--- config.mk ---
export PLATFORM = sky130hd
export DESIGN_NAME = utf8_cjk_text_classifier
export DESIGN_NICKNAME = d
export VERILOG_FILES = /design/src/sv/uctc_pkg.sv /design/src/sv/uctc_step.sv /design/src/sv/utf8_cjk_text_classifier.sv
export SDC_FILE = /design/constraint.sdc
export NUM_CORES = 1
export LEC_CHECK = 0
export BUFFER_PORTS_ARGS = -buffer_cell sky130_fd_sc_hd__buf_4
export CAP_MARGIN = 20
export CORE_UTILIZATION = 63
export DETAILED_ROUTE_END_ITERATION = 16
export HOLD_SLACK_MARGIN = 0.1
export PLACE_DENSITY = 0.95
export SLEW_MARGIN = 20
export SYNTH_ARGS = -nofsm -noshare
export SYNTH_HDL_FRONTEND = slang
export SYNTH_SLANG_ARGS = --single-unit
--- constraint.sdc ---
create_clock -name clk -period 5.5 [get_ports clk]
set_input_delay 0.55 -clock clk [delete_from_list [all_inputs] [get_ports clk]]
set_output_delay 0.55 -clock clk [all_outputs]
set_load 0.02 [all_outputs]
--- src/sv/uctc_pkg.sv ---
// Shared types, constants and the CJK range check for the UTF-8 text classifier.
package uctc_pkg;

  localparam int unsigned CodeW = 21;

  typedef logic [CodeW-1:0] code_t;

  typedef struct packed {
    logic [1:0] pending;
    code_t      acc;
    logic       stopped;
    logic       cjk_seen;
    logic       non_ascii;
    logic       first_done;
    logic       first_ok;
    code_t      first_code;
  } uctc_state_t;

  localparam uctc_state_t StateClear = '0;

  localparam code_t HangulJamoLo   = 21'h01100;
  localparam code_t HangulJamoHi   = 21'h011FF;
  localparam code_t CjkPunctLo     = 21'h03000;
  localparam code_t CjkPunctHi     = 21'h0303F;
  localparam code_t HangulCompatLo = 21'h03130;
  localparam code_t HangulCompatHi = 21'h0318F;
  localparam code_t CjkUnifiedLo   = 21'h03400;
  localparam code_t CjkUnifiedHi   = 21'h09FFF;
  localparam code_t HangulSylLo    = 21'h0AC00;
  localparam code_t HangulSylHi    = 21'h0D7AF;
  localparam code_t CjkCompatLo    = 21'h0F900;
  localparam code_t CjkCompatHi    = 21'h0FAFF;
  localparam code_t FullwidthLo    = 21'h0FF00;
  localparam code_t FullwidthHi    = 21'h0FFEF;
  localparam code_t CjkExtLo       = 21'h20000;
  localparam code_t CjkExtHi       = 21'h2EBEF;

  function automatic logic in_cjk_range(input code_t c);
    return (c >= HangulJamoLo   && c <= HangulJamoHi)   ||
           (c >= CjkPunctLo     && c <= CjkPunctHi)     ||
           (c >= HangulCompatLo && c <= HangulCompatHi) ||
           (c >= CjkUnifiedLo   && c <= CjkUnifiedHi)   ||
           (c >= HangulSylLo    && c <= HangulSylHi)    ||
           (c >= CjkCompatLo    && c <= CjkCompatHi)    ||
           (c >= FullwidthLo    && c <= FullwidthHi)    ||
           (c >= CjkExtLo       && c <= CjkExtHi);
  endfunction

endpackage

--- src/sv/uctc_step.sv ---
// One-byte UTF-8 decode step: next scan state from the current state and a byte.
module uctc_step import uctc_pkg::*; (
  input  uctc_state_t cur,
  input  logic [7:0]  text_byte,
  output uctc_state_t nxt
);

  code_t acc_shift;

  assign acc_shift = {cur.acc[CodeW-7:0], text_byte[5:0]};

  always_comb begin
    nxt = cur;
    if (text_byte[7]) begin
      nxt.non_ascii = 1'b1;
    end
    if (!cur.stopped) begin
      if (cur.pending != 2'd0) begin
        if (text_byte[7:6] != 2'b10) begin
          nxt.stopped = 1'b1;
          nxt.pending = 2'd0;
          nxt.acc     = '0;
          if (!cur.first_done) begin
            nxt.first_done = 1'b1;
            nxt.first_ok   = 1'b0;
            nxt.first_code = '0;
          end
        end else begin
          nxt.pending = cur.pending - 2'd1;
          if (cur.pending == 2'd1) begin
            nxt.acc = '0;
            if (in_cjk_range(acc_shift)) begin
              nxt.cjk_seen = 1'b1;
            end
            if (!cur.first_done) begin
              nxt.first_done = 1'b1;
              nxt.first_ok   = 1'b1;
              nxt.first_code = acc_shift;
            end
          end else begin
            nxt.acc = acc_shift;
          end
        end
      end else if (text_byte[7]) begin
        priority if (text_byte[7:5] == 3'b110) begin
          nxt.pending = 2'd1;
          nxt.acc     = code_t'(text_byte[4:0]);
        end else if (text_byte[7:4] == 4'b1110) begin
          nxt.pending = 2'd2;
          nxt.acc     = code_t'(text_byte[3:0]);
        end else if (text_byte[7:3] == 5'b11110) begin
          nxt.pending = 2'd3;
          nxt.acc     = code_t'(text_byte[2:0]);
        end else begin
          if (!cur.first_done) begin
            nxt.first_done = 1'b1;
            nxt.first_ok   = 1'b0;
            nxt.first_code = '0;
          end
        end
      end
    end
  end

endmodule

--- src/sv/utf8_cjk_text_classifier.sv ---
// Top level of the UTF-8 text classifier with stream handshakes.
// Takes one byte of a UTF-8 string per clock and gives one result after the byte marked
// by s_tlast: whether a CJK/Hangul/fullwidth code point was decoded, whether the string
// was all ASCII, and the first non-ASCII code point with its valid flag. A byte is held in
// the input register and folded into the scan state when it advances; for the last byte the
// result register is loaded at that same edge. The combinational decode step sets a rate of
// one byte per clock, but the byte marked by s_tlast waits in the input register while the
// previous result is still unread. The scan state clears after every string.
module utf8_cjk_text_classifier import uctc_pkg::*; (
  input  logic        clk,
  input  logic        rst,
  input  logic        s_tvalid,
  output logic        s_tready,
  input  logic [7:0]  s_tdata,   // [7:0] text_byte
  input  logic        s_tlast,   // end_of_text
  output logic        m_tvalid,
  input  logic        m_tready,
  output logic [23:0] m_tdata    // [0] contains_cjk, [1] all_ascii,
                                 // [2] first_code_valid, [23:3] first_codepoint
);

  logic        in_valid;
  logic [7:0]  in_byte;
  logic        in_last;
  logic        in_advance;
  logic        out_free;
  logic        res_valid;
  uctc_state_t state;
  uctc_state_t state_next;
  uctc_state_t step_out;
  logic        first_valid;

  uctc_step u_step (
    .cur       (state),
    .text_byte (in_byte),
    .nxt       (step_out)
  );

  assign out_free    = !m_tvalid || m_tready;
  assign in_advance  = in_valid && (!in_last || out_free);
  assign s_tready    = !in_valid || in_advance;
  assign first_valid = step_out.first_done && step_out.first_ok;

  always_comb begin
    state_next = state;
    if (in_advance) begin
      state_next = in_last ? StateClear : step_out;
    end
  end

  always_ff @(posedge clk) begin
    if (rst) begin
      in_valid <= 1'b0;
      state    <= StateClear;
      m_tvalid <= 1'b0;
    end else begin
      if (s_tready) begin
        in_valid <= s_tvalid;
      end
      state <= state_next;
      if (in_advance && in_last) begin
        m_tvalid <= 1'b1;
      end else if (m_tready) begin
        m_tvalid <= 1'b0;
      end
    end
  end

  assign res_valid = in_advance && in_last;

  always_ff @(posedge clk) begin
    if (s_tready && s_tvalid) begin
      in_byte <= s_tdata;
      in_last <= s_tlast;
    end
    if (res_valid) begin
      m_tdata <= {first_valid ? step_out.first_code : code_t'(0),
                  first_valid, !step_out.non_ascii, step_out.cjk_seen};
    end
  end

endmodule

==> results of run 1 <==
## placed cells by master (no fill, tap or decap), types with 3 or more instances in the layout
cell	count
clkbuf_8	9
nand4b_1	3
nand2_1	24
o21ai_0	6
nand3_1	21
nand4_1	8
buf_4	41
a21oi_1	28
edfxtp_1	33
a22oi_1	42
o211ai_1	3
nor3_1	7
nor4_1	3
nand2b_1	4
dfxtp_1	45
a31oi_1	5
nor2_1	57
inv_1	13
## path summary, 6_finish.rpt
check,slack [ps],cells past startpoint,endpoint,startpoint
setup reg to reg,2930,7,state[10],state[47]
setup / recovery,2930,7,state[10],state[47]
hold / removal,370,1,in_byte[3],s_tdata[3]
hold reg to reg,460,2,state[48],state[48]
## Yosys cell counts, drive strengths merged (2+ instances only)
master,instances
a211o,2
a21oi,28
a22oi,42
a31oi,5
and2,2
and3,2
and4,2
buf,18
clkbuf,19
dfxtp,45
edfxtp,33
ha,2
inv,13
nand2,24
nand2b,4
nand3,21
nand4,8
nand4b,3
nor2,57
nor3,9
nor3b,2
nor4,4
o211ai,3
o21a,2
o21ai,7
o21bai,2
o41ai,2
or3,3
or4,3
## sequential cells by signal, summed over array words and instances (netlist names)
name      flops
state        43
in_last       1
m_tdata      24
in_byte       8
m_tvalid      1
in_valid      1
## power by group through the flow
| stage | registers [mW] | logic [mW] | clock network, mW |
|---|---|---|---|
| 5_1_grt | 0.629 | 0.0777 | 0.486 |
| 3_5_place_dp | 0.640 | 0.0698 | 0 |
| 3_3_place_gp | 0.639 | 0.0668 | 0 |
| 2_1_floorplan | 0.637 | 0.0471 | 0 |
| 6_report | 0.628 | 0.0723 | 0.460 |
| 4_1_cts | 0.627 | 0.0707 | 0.461 |
## critical path, stage by stage (launching register included)
cell     delay [ps]
dfxtp_1         360
inv_1            70
ha_1            310
nor3b_1         380
nand3_1         270
nor3_4          750
a22oi_1         230
nor2_1          130
## cell families after synthesis
family,share of synthesized area (%)
compound gates,20.0
flops,52.8
buf+inv,5.87
fa+ha+maj,0.698
simple gates,20.7
## routing by layer
layer	global-route usage (%)	share of wire, %	up-vias
met4	14.5	2.3	0
met5	0	0	-
li1	-	-	1430
met3	5.06	8.9	24
met2	45.6	49	195
met1	36.5	40	1476
## per-stage QoR
stage                     hold slack [ps]  utilization, %
after floorplan                       420               -
after global placement                439            69.5
after detailed placement              449            69.6
after CTS                             367            73.5
after global routing                  369            73.6
final                                 368            73.6
## final cells by class
cell class	instances	share of cell area (%)
sequential	78	46.7
multi-input combinational	253	37.0
timing repair buffer	41	7.60
clock buffer	11	3.24
tap	72	2.22
clock inverter	5	2.07
inverter	13	1.20
==> flow_summary.json, run 1 <==
{
  "clock_skew_ps": 11.5,
  "netlist_area_um2": 3580,
  "cts_sinks": 78,
  "fp.dieArea_um2": 5990,
  "die_x_um": 77.4,
  "max_clock_freq_mhz": 389,
  "place_congestion": 0.987,
  "antenna_found_initial": 0,
  "p_total_mw": 1.16,
  "clkLatencyLatePin_ps": 350,
  "status": "complete, no violations",
  "final_max_slew_viol_count": 0,
  "drive_above_1_share_pct": 17.0,
  "syn_inst": 381,
  "syn_nets": 396,
  "dr.pass1.iters": 6,
  "post_cts_buffers": 0,
  "ys_warn_count": 0,
  "clock_path_buffers": 2,
  "arrival_ps": 2850,
  "vdd_drop_max_uv": 190,
  "fin_nets": 411,
  "n_antenna_cell": 0,
  "tns_ps": 0,
  "grt_pass1_vias": 2836,
  "synthArstFlopShare_pct": 0,
  "worstMarginPinSlew_ps": 928,
  "dp_cells": 457,
  "p_leak_nw": 1.33,
  "grt_pass1_wl_mm": 13.2,
  "regArea_um2": 1890,
  "grt_max_degree": 47,
  "routed_wl_mm": 8.08,
  "seq_area_frac_synth_pct": 52.8,
  "num_rows": 27,
  "ys_ff_latch": 78,
  "clockRootBuffer": "clkbuf_8",
  "worstPathMaxFanout": 21,
  "synthTopCellsByArea": "edfxtp_1 (28%), dfxtp_1 (25%), a22oi_1 (8.8%)",
  "route.detailed.drc": 0,
  "overflow": 0,
  "final_cells": 473,
  "grt_usage_pct": 28.3,
  "setup_viol": 0,
  "drt_first_iter_violations": 469,
  "synth-edff-count": 33,
  "synth_top_cell_by_area": "edfxtp_1",
  "wl_per_cell_um": 17.1,
  "hpwl_mm": 4.91,
  "multi_input_area_um2": 1500,
  "design_area_um2": 4050,
  "cts_resized": 0,
  "cp-start-kind": "register",
  "final.min_clock_period_ps": 2570,
  "die_h_um": 77.4,
  "clkTransAtPathRegs_ps": 80,
  "pwr-share-comb_pct": 6.2,
  "preCtsSetupSlack_ps": 3040,
  "rsz0062_at_grt": "no",
  "crit_type": "register to register",
  "hold_buffers": 0,
  "synth_top_cell_area_share_pct": 27.7,
  "synth-main-ff-cell": "dfxtp_1",
  "post-route-period-util_pct": 46.7,
  "vias_per_cell": 6.61,
  "p_per_area_nw_per_um2": 286,
  "port_buffers": 38,
  "netSwitchingFraction_pct": 23.0,
  "p_int_uw": 893,
  "hold_viol": 0,
  "boundaryPins": 39,
  "p_clk_share_pct": 39.7,
  "start_util_pct": 65.1,
  "syn_to_final_growth_pct": 13.1,
  "fill_cells": 365,
  "setup_slack_ps": 2930,
  "numCtsBuffers": 9,
  "p_sw_uw": 267,
  "cts_max_level": 3,
  "detail-route-antenna-nets": 0,
  "cp-end-kind": "register",
  "seqPwrFrac_pct": 54.1,
  "vias": 3125,
  "avgSynthCellArea_um2": 9.41,
  "maxSlewHeadroom_pct": 37.8,
  "cap_violations": 0,
  "core_area_um2": 5510,
  "placed_cell_area_um2": 3830,
  "worst_ep_required_time_ps": 5790,
  "synth_cell_types": 50,
  "hold_path_class": "primary input to register",
  "cts_tree": "built"
}
No activity file was read; power rests on OpenSTA's default activity.
==> run 2, diff against run 1 <==
--- a/config.mk
+++ b/config.mk
@@ -7,10 +7,10 @@
 export LEC_CHECK = 0
 export BUFFER_PORTS_ARGS = -buffer_cell sky130_fd_sc_hd__buf_4
 export CAP_MARGIN = 20
-export CORE_UTILIZATION = 63
+export CORE_UTILIZATION = 52
 export DETAILED_ROUTE_END_ITERATION = 16
 export HOLD_SLACK_MARGIN = 0.1
-export PLACE_DENSITY = 0.95
+export PLACE_DENSITY = 0.85
 export SLEW_MARGIN = 20
 export SYNTH_ARGS = -nofsm -noshare
 export SYNTH_HDL_FRONTEND = slang
==> constraint.sdc (replaced) <==
create_clock -name clk -period 2.1 [get_ports clk]
set_input_delay 0.21 -clock clk [delete_from_list [all_inputs] [get_ports clk]]
set_output_delay 0.21 -clock clk [all_outputs]
set_load 0.02 [all_outputs]
==> run 2 against run 1 <==
Net effect:
- via count increased by 4.0%
- die area increased by 21%
- routed wire length increased by 15%
- clock power increased by 150%
- utilization decreased by 2.4 points
- hold slack got worse by 250 ps
- fmax increased by 22%
- non-clock buffer count increased by 56
- clock skew decreased by 2.6 ps
- total power increased to 2.6 times the previous value
- critical path depth unchanged
==> flow_summary.json, run 2 (synthesis gave the netlist of run 1 again) <==
{
  "grt_use_met1_pct": 35.1,
  "route.detailed.drc": 0,
  "cp-end-kind": "register",
  "hold_path_class": "primary input to register",
  "p_sw_uw": 735,
  "setup_slack_ps": 0.200,
  "grt_max_degree": 47,
  "wl_per_cell_um": 17.4,
  "largest_register_ffs": 43,
  "final_common_cell": "buf_4",
  "clock_path_buffers": 2,
  "final_cell_mix": "buf_4 (84), nor2_1 (57), a22oi_1 (41)",
  "pwr-share-comb_pct": 9.0,
  "arrival_ps": 2330,
  "clockRootBuffer": "clkbuf_8",
  "boundaryPins": 39,
  "fin_nets": 467,
  "cp.depth": 7,
  "worstHoldStart": "s_tvalid",
  "dr.pass1.iters": 5,
  "setup_viol": 0,
  "vdd_drop_max_uv": 511,
  "postLayoutCoreUtil_pct": 71.2,
  "p_leak_nw": 1.66,
  "maxSlewHeadroom_pct": 65.5,
  "p_clk_share_pct": 37.3,
  "cts_tree": "built",
  "fp.dieArea_um2": 7230,
  "clock_skew_ps": 8.82,
  "r2r_setup_slack_ps": 0.2,
  "syn_to_final_growth_pct": 29.1,
  "crit_family": "simple AND/OR/NAND/NOR gates",
  "crit_start": "state[39]",
  "max_clock_freq_mhz": 476,
  "crit_type": "register to register",
  "top_register": "state",
  "die_h_um": 85.0,
  "routed_wl_mm": 9.27,
  "drive_above_1_share_pct": 28.9,
  "detail-route-antenna-nets": 0,
  "rsz0062_at_grt": "yes",
  "busiest_layer": "met2",
  "gr-usage-met2_pct": 40.2,
  "clkTransAtPathRegs_ps": 80,
  "n_antenna_cell": 0,
  "cpPeakStageDelay_ps": 440,
  "slowest_stage": "or3_4",
  "post-route-period-util_pct": 100,
  "place_congestion": 0.905,
  "die_x_um": 85.0,
  "holdWs_ps": 116,
  "start_util_pct": 55.2,
  "grt_usage_pct": 25.9,
  "crit_buf_inv": 1,
  "cts_sinks": 78,
  "cts_max_level": 3,
  "seqPwrFrac_pct": 53.7,
  "hpwl_mm": 6.44,
  "cp-start-kind": "register",
  "core_area_um2": 6490,
  "hold_viol": 0,
  "worst_ep_required_time_ps": 2330,
  "p_int_mw": 2.30,
  "worstPathMaxFanout": 3,
  "reg2reg_from": "state[39]",
  "clkLatencyLatePin_ps": 350,
  "status": "complete, no violations",
  "final.min_clock_period_ps": 2100,
  "grt_pass1_wl_mm": 14.4,
  "num_rows": 29,
  "p_total_mw": 3.03,
  "crit_path_end": "state[24]",
  "fill_cells": 470,
  "numCtsBuffers": 9,
  "p_per_area_nw_per_um2": 655,
  "cpMostUsedCell": "or3_4",
  "grt_pass1_vias": 2940,
  "r2r_cells": 7,
  "vias_per_cell": 6.09,
  "antenna_found_initial": 0,
  "largestRegisters": "state (43), m_tdata (24), in_byte (8)",
  "final_max_slew_viol_count": 0,
  "timing.rr.end": "state[24]",
  "preCtsSetupSlack_ps": -20.5,
  "drt_first_iter_violations": 341,
  "port_buffers": 38,
  "cap_violations": 0,
  "vias": 3250,
  "netSwitchingFraction_pct": 24.3,
  "gr-usage-met3_pct": 6.61,
  "overflow": 0,
  "worstMarginPinSlew_ps": 517,
  "path_cells": "or3_4 > or3_4 > o21bai_4 > a41oi_2 > nor4_4 > buf_4 > o41ai_4"
}
## run 2: power by group through the flow
| stage | clock, mW | sequential [mW] | combinational, mW |
|---|---|---|---|
| after floorplan | 0 | 1.67 | 0.123 |
| after global placement | 0 | 1.66 | 0.235 |
| after detailed placement | 0 | 1.66 | 0.241 |
| after CTS | 1.13 | 1.63 | 0.258 |
| after global routing | 1.21 | 1.63 | 0.292 |
| final | 1.13 | 1.63 | 0.274 |
## run 2: cell type report
class | instances | area [um2] | share of cell area, %
Sequential cell | 78 | 1900 | 41.0
Multi-Input combinational cell | 253 | 1590 | 34.4
Timing Repair Buffer | 97 | 792 | 17.1
Clock buffer | 10 | 138 | 2.98
Tap cell | 77 | 96.3 | 2.08
Clock inverter | 6 | 61.3 | 1.33
Inverter | 13 | 48.8 | 1.06
## run 2: stage by stage
| step | std cells | setup TNS [ps] | cell area (um2) |
|---|---|---|---|
| floorplan | 381 | 0 | 3580 |
| global placement | 506 | 0 | 4200 |
| detailed placement | 506 | -30.2 | 4200 |
| CTS | 532 | 0 | 4500 |
| global route | 534 | -163 | 4620 |
| finish | 534 | 0 | 4620 |
## run 2: worst min-delay path by stage
stage	end	slack (ps)	depth (start not counted)
3_5_place_dp	in_byte[1]	390	1
2_1_floorplan	in_byte[0]	310	0
3_3_place_gp	in_last	390	1
5_1_grt	in_valid	140	3
6_report	in_valid	120	3
4_1_cts	in_valid	110	3
## run 2: worst reg2reg max path, delay by kind of cell (launching register included)
| kind | cells | cell delay (ps) |
|---|---|---|
| AO/OA/AOI/OAI | 3 | 330 |
| buffers and inverters | 1 | 170 |
| flip-flops | 1 | 330 |
| AND/OR/NAND/NOR | 3 | 1150 |
## run 2: routing by layer
layer  part of all wire (%)  vias up
met5                      0        -
met4                    1.3        0
met2                     48      135
met3                    6.5       14
met1                     44     1562
li1                       -     1539
## run 2: timing repair
item / in CTS / in global routing
hold endpoints to repair: 9 / 0
endpoints found under the setup margin: 8 / 22
resized for setup: 1 / 23
hold buffers: 9 / 0
buffers inserted: 1 / 2
pin swaps: 0 / 13
==> run 3, diff against run 2 <==
--- a/config.mk
+++ b/config.mk
@@ -7,10 +7,12 @@
 export LEC_CHECK = 0
 export BUFFER_PORTS_ARGS = -buffer_cell sky130_fd_sc_hd__buf_4
 export CAP_MARGIN = 20
-export CORE_UTILIZATION = 52
+export CELL_PAD_IN_SITES_DETAIL_PLACEMENT = 1
+export CELL_PAD_IN_SITES_GLOBAL_PLACEMENT = 1
+export CORE_UTILIZATION = 40
 export DETAILED_ROUTE_END_ITERATION = 16
 export HOLD_SLACK_MARGIN = 0.1
-export PLACE_DENSITY = 0.85
+export PLACE_DENSITY = 0.84
 export SLEW_MARGIN = 20
 export SYNTH_ARGS = -nofsm -noshare
 export SYNTH_HDL_FRONTEND = slang
==> run 3 against run 2 <==
Net effect:
- combinational power barely moved
- hold slack improved by 68 ps
- total power rose by 7.4%
- fmax fell by 0.12%
- routed wire length rose by 11%
- global-route usage fell by 3.2 points
- count of clock-buffer cells in the layout rose by 1
- largest power group unchanged
- non-clock buffer count rose by 5
- sequential share of layout area fell by 0.82 points
- critical path depth did not move
- via count rose by 0.98%
- the flow now finishes with violations (negative setup slack)
==> flow_summary.json, run 3 (synthesis gave the netlist of run 1 again) <==
{
  "n_antenna_cell": 0,
  "seqPwrFrac_pct": 49.8,
  "grt_pass1_vias": 3394,
  "cp-start-kind": "register",
  "vias": 3282,
  "top_register": "state",
  "cp-end-kind": "register",
  "grt_usage_pct": 22.7,
  "port_buffers": 38,
  "largestRegisters": "state (43), m_tdata (24), in_byte (8)",
  "p_per_area_nw_per_um2": 690,
  "routed_wl_mm": 10.2,
  "clkTransAtPathRegs_ps": 80,
  "rsz0062_at_grt": "yes",
  "path_cells": "buf_6 > or4_4 > a211o_1 > a211o_1 > nand4_1 > nor4_4 > o41ai_2",
  "clkLatencyLatePin_ps": 370,
  "vias_per_cell": 5.76,
  "fp.dieArea_um2": 9340,
  "max_clock_freq_mhz": 476,
  "postLayoutCoreUtil_pct": 54.3,
  "overflow": 0,
  "slowest_stage": "or4_4",
  "clock_skew_ps": 9.61,
  "crit_family": "compound AO/OA/AOI/OAI gates",
  "vdd_drop_max_uv": 352,
  "final_max_slew_viol_count": 0,
  "pwr-share-comb_pct": 8.5,
  "clockRootBuffer": "clkbuf_8",
  "start_util_pct": 41.3,
  "syn_to_final_growth_pct": 31.6,
  "placed_cell_area_um2": 4280,
  "die_h_um": 96.7,
  "clock_path_buffers": 2,
  "worstMarginPinSlew_ps": 514,
  "fill_cells": 1009,
  "route.detailed.drc": 0,
  "p_int_mw": 2.51,
  "largest_register_ffs": 43,
  "violations": "negative setup slack",
  "design_area_um2": 4720,
  "cts_max_level": 3,
  "numCtsBuffers": 9,
  "drive_above_1_share_pct": 28.6,
  "die_x_um": 96.7,
  "hold_viol": 0,
  "final_common_cell": "buf_4",
  "cpPeakStageDelay_ps": 520,
  "antenna_found_initial": 0,
  "cts_tree": "built",
  "final.min_clock_period_ps": 2100,
  "p_sw_uw": 747,
  "drt_first_iter_violations": 190,
  "grt_max_degree": 47,
  "cap_violations": 0,
  "grt_pass1_wl_mm": 16.9,
  "hold_path_class": "primary input to register",
  "place_congestion": 0.906,
  "setup_slack_ps": -2.32,
  "maxSlewHeadroom_pct": 65.7,
  "fin_nets": 472,
  "worstPathMaxFanout": 2,
  "p_leak_nw": 1.66,
  "dr.pass1.iters": 5,
  "post-route-period-util_pct": 100,
  "tns_ps": -2.32,
  "wl_per_cell_um": 18.0,
  "crit_buf_inv": 1,
  "status": "complete, but fails checks",
  "final_cell_mix": "buf_4 (87), nor2_1 (56), a22oi_1 (42)",
  "num_rows": 34,
  "worst_ep_required_time_ps": 2370,
  "p_clk_share_pct": 41.7,
  "hpwl_mm": 6.83,
  "cpMostUsedCell": "a211o_1",
  "arrival_ps": 2370,
  "setup_viol": 1,
  "cts_sinks": 78,
  "core_area_um2": 8680,
  "crit_type": "register to register",
  "boundaryPins": 39,
  "netSwitchingFraction_pct": 22.9,
  "detail-route-antenna-nets": 0
}
==> run 3: changes by cell type in the layout (fill, tap and decap cells not counted), sizes merged <==
cell,change
dlygate4sd3,+1
buf,+4
bufinv,+2
clkbuf,+1
clkinv,-4
clkinvlp,+1
==> run 3: final timing paths <==
kind | startpoint | end | slack (ps) | depth (start not counted)
worst max-delay path | state[40] | state[24] | -2 | 7
worst min-delay path | m_tready | m_tvalid | 180 | 4
worst max register to register | state[40] | state[24] | -2 | 7
worst min register to register | state[48] | state[48] | 470 | 2
==> run 3: routing by layer <==
layer	up-vias	GRT usage (%)	routed length (um)	part of all wire [%]
met2	82	38.4	5190	51
li1	1543	-	-	-
met4	0	10.2	225	2.2
met1	1639	28.6	4480	44
met3	18	3.61	358	3.5
met5	-	0	0	0
==> run 3: worst min-delay path: cells and delay by family <==
| kind | cells | cell delay, ps |
|---|---|---|
| buffers and inverters | 1 | 80 |
| AND/OR/NAND/NOR | 3 | 220 |
==> run 3: power groups by stage <==
stage | clock network (mW) | registers [mW] | logic (mW)
6_report | 1.36 | 1.62 | 0.277
5_1_grt | 1.45 | 1.63 | 0.297
4_1_cts | 1.38 | 1.62 | 0.267
3_5_place_dp | 0 | 1.66 | 0.250
3_3_place_gp | 0 | 1.65 | 0.240
2_1_floorplan | 0 | 1.67 | 0.123
==> run 3: final cells by class <==
type	instances	area [um2]	share of cell area (%)
Sequential cell	78	1900	40.2
Multi-Input combinational cell	253	1560	33.0
Timing Repair Buffer	102	836	17.7
Tap cell	108	135	2.87
Clock buffer	11	131	2.79
Clock inverter	5	106	2.26
Inverter	13	52.6	1.11
==> run 3: timing repair <==
action                                  in CTS  in global routing
hold buffers                                10                  0
gates cloned                                 0                  0
setup buffers                                2                  1
endpoints found under the setup margin      19                 23
pin swaps                                    5                  5
resized for setup                            5                 15
hold endpoints to repair                    10                  0
==> run 3: stage by stage <==
stage	hold WS, ps	worst slack, ps	power (mW)	cells
2_1_floorplan	309	105	1.79	381
3_3_place_gp	389	-50.8	1.89	542
3_5_place_dp	390	-102	1.91	542
4_1_cts	171	-75.3	3.27	569
5_1_grt	229	-60.7	3.37	570
6_report	185	-2.32	3.26	570
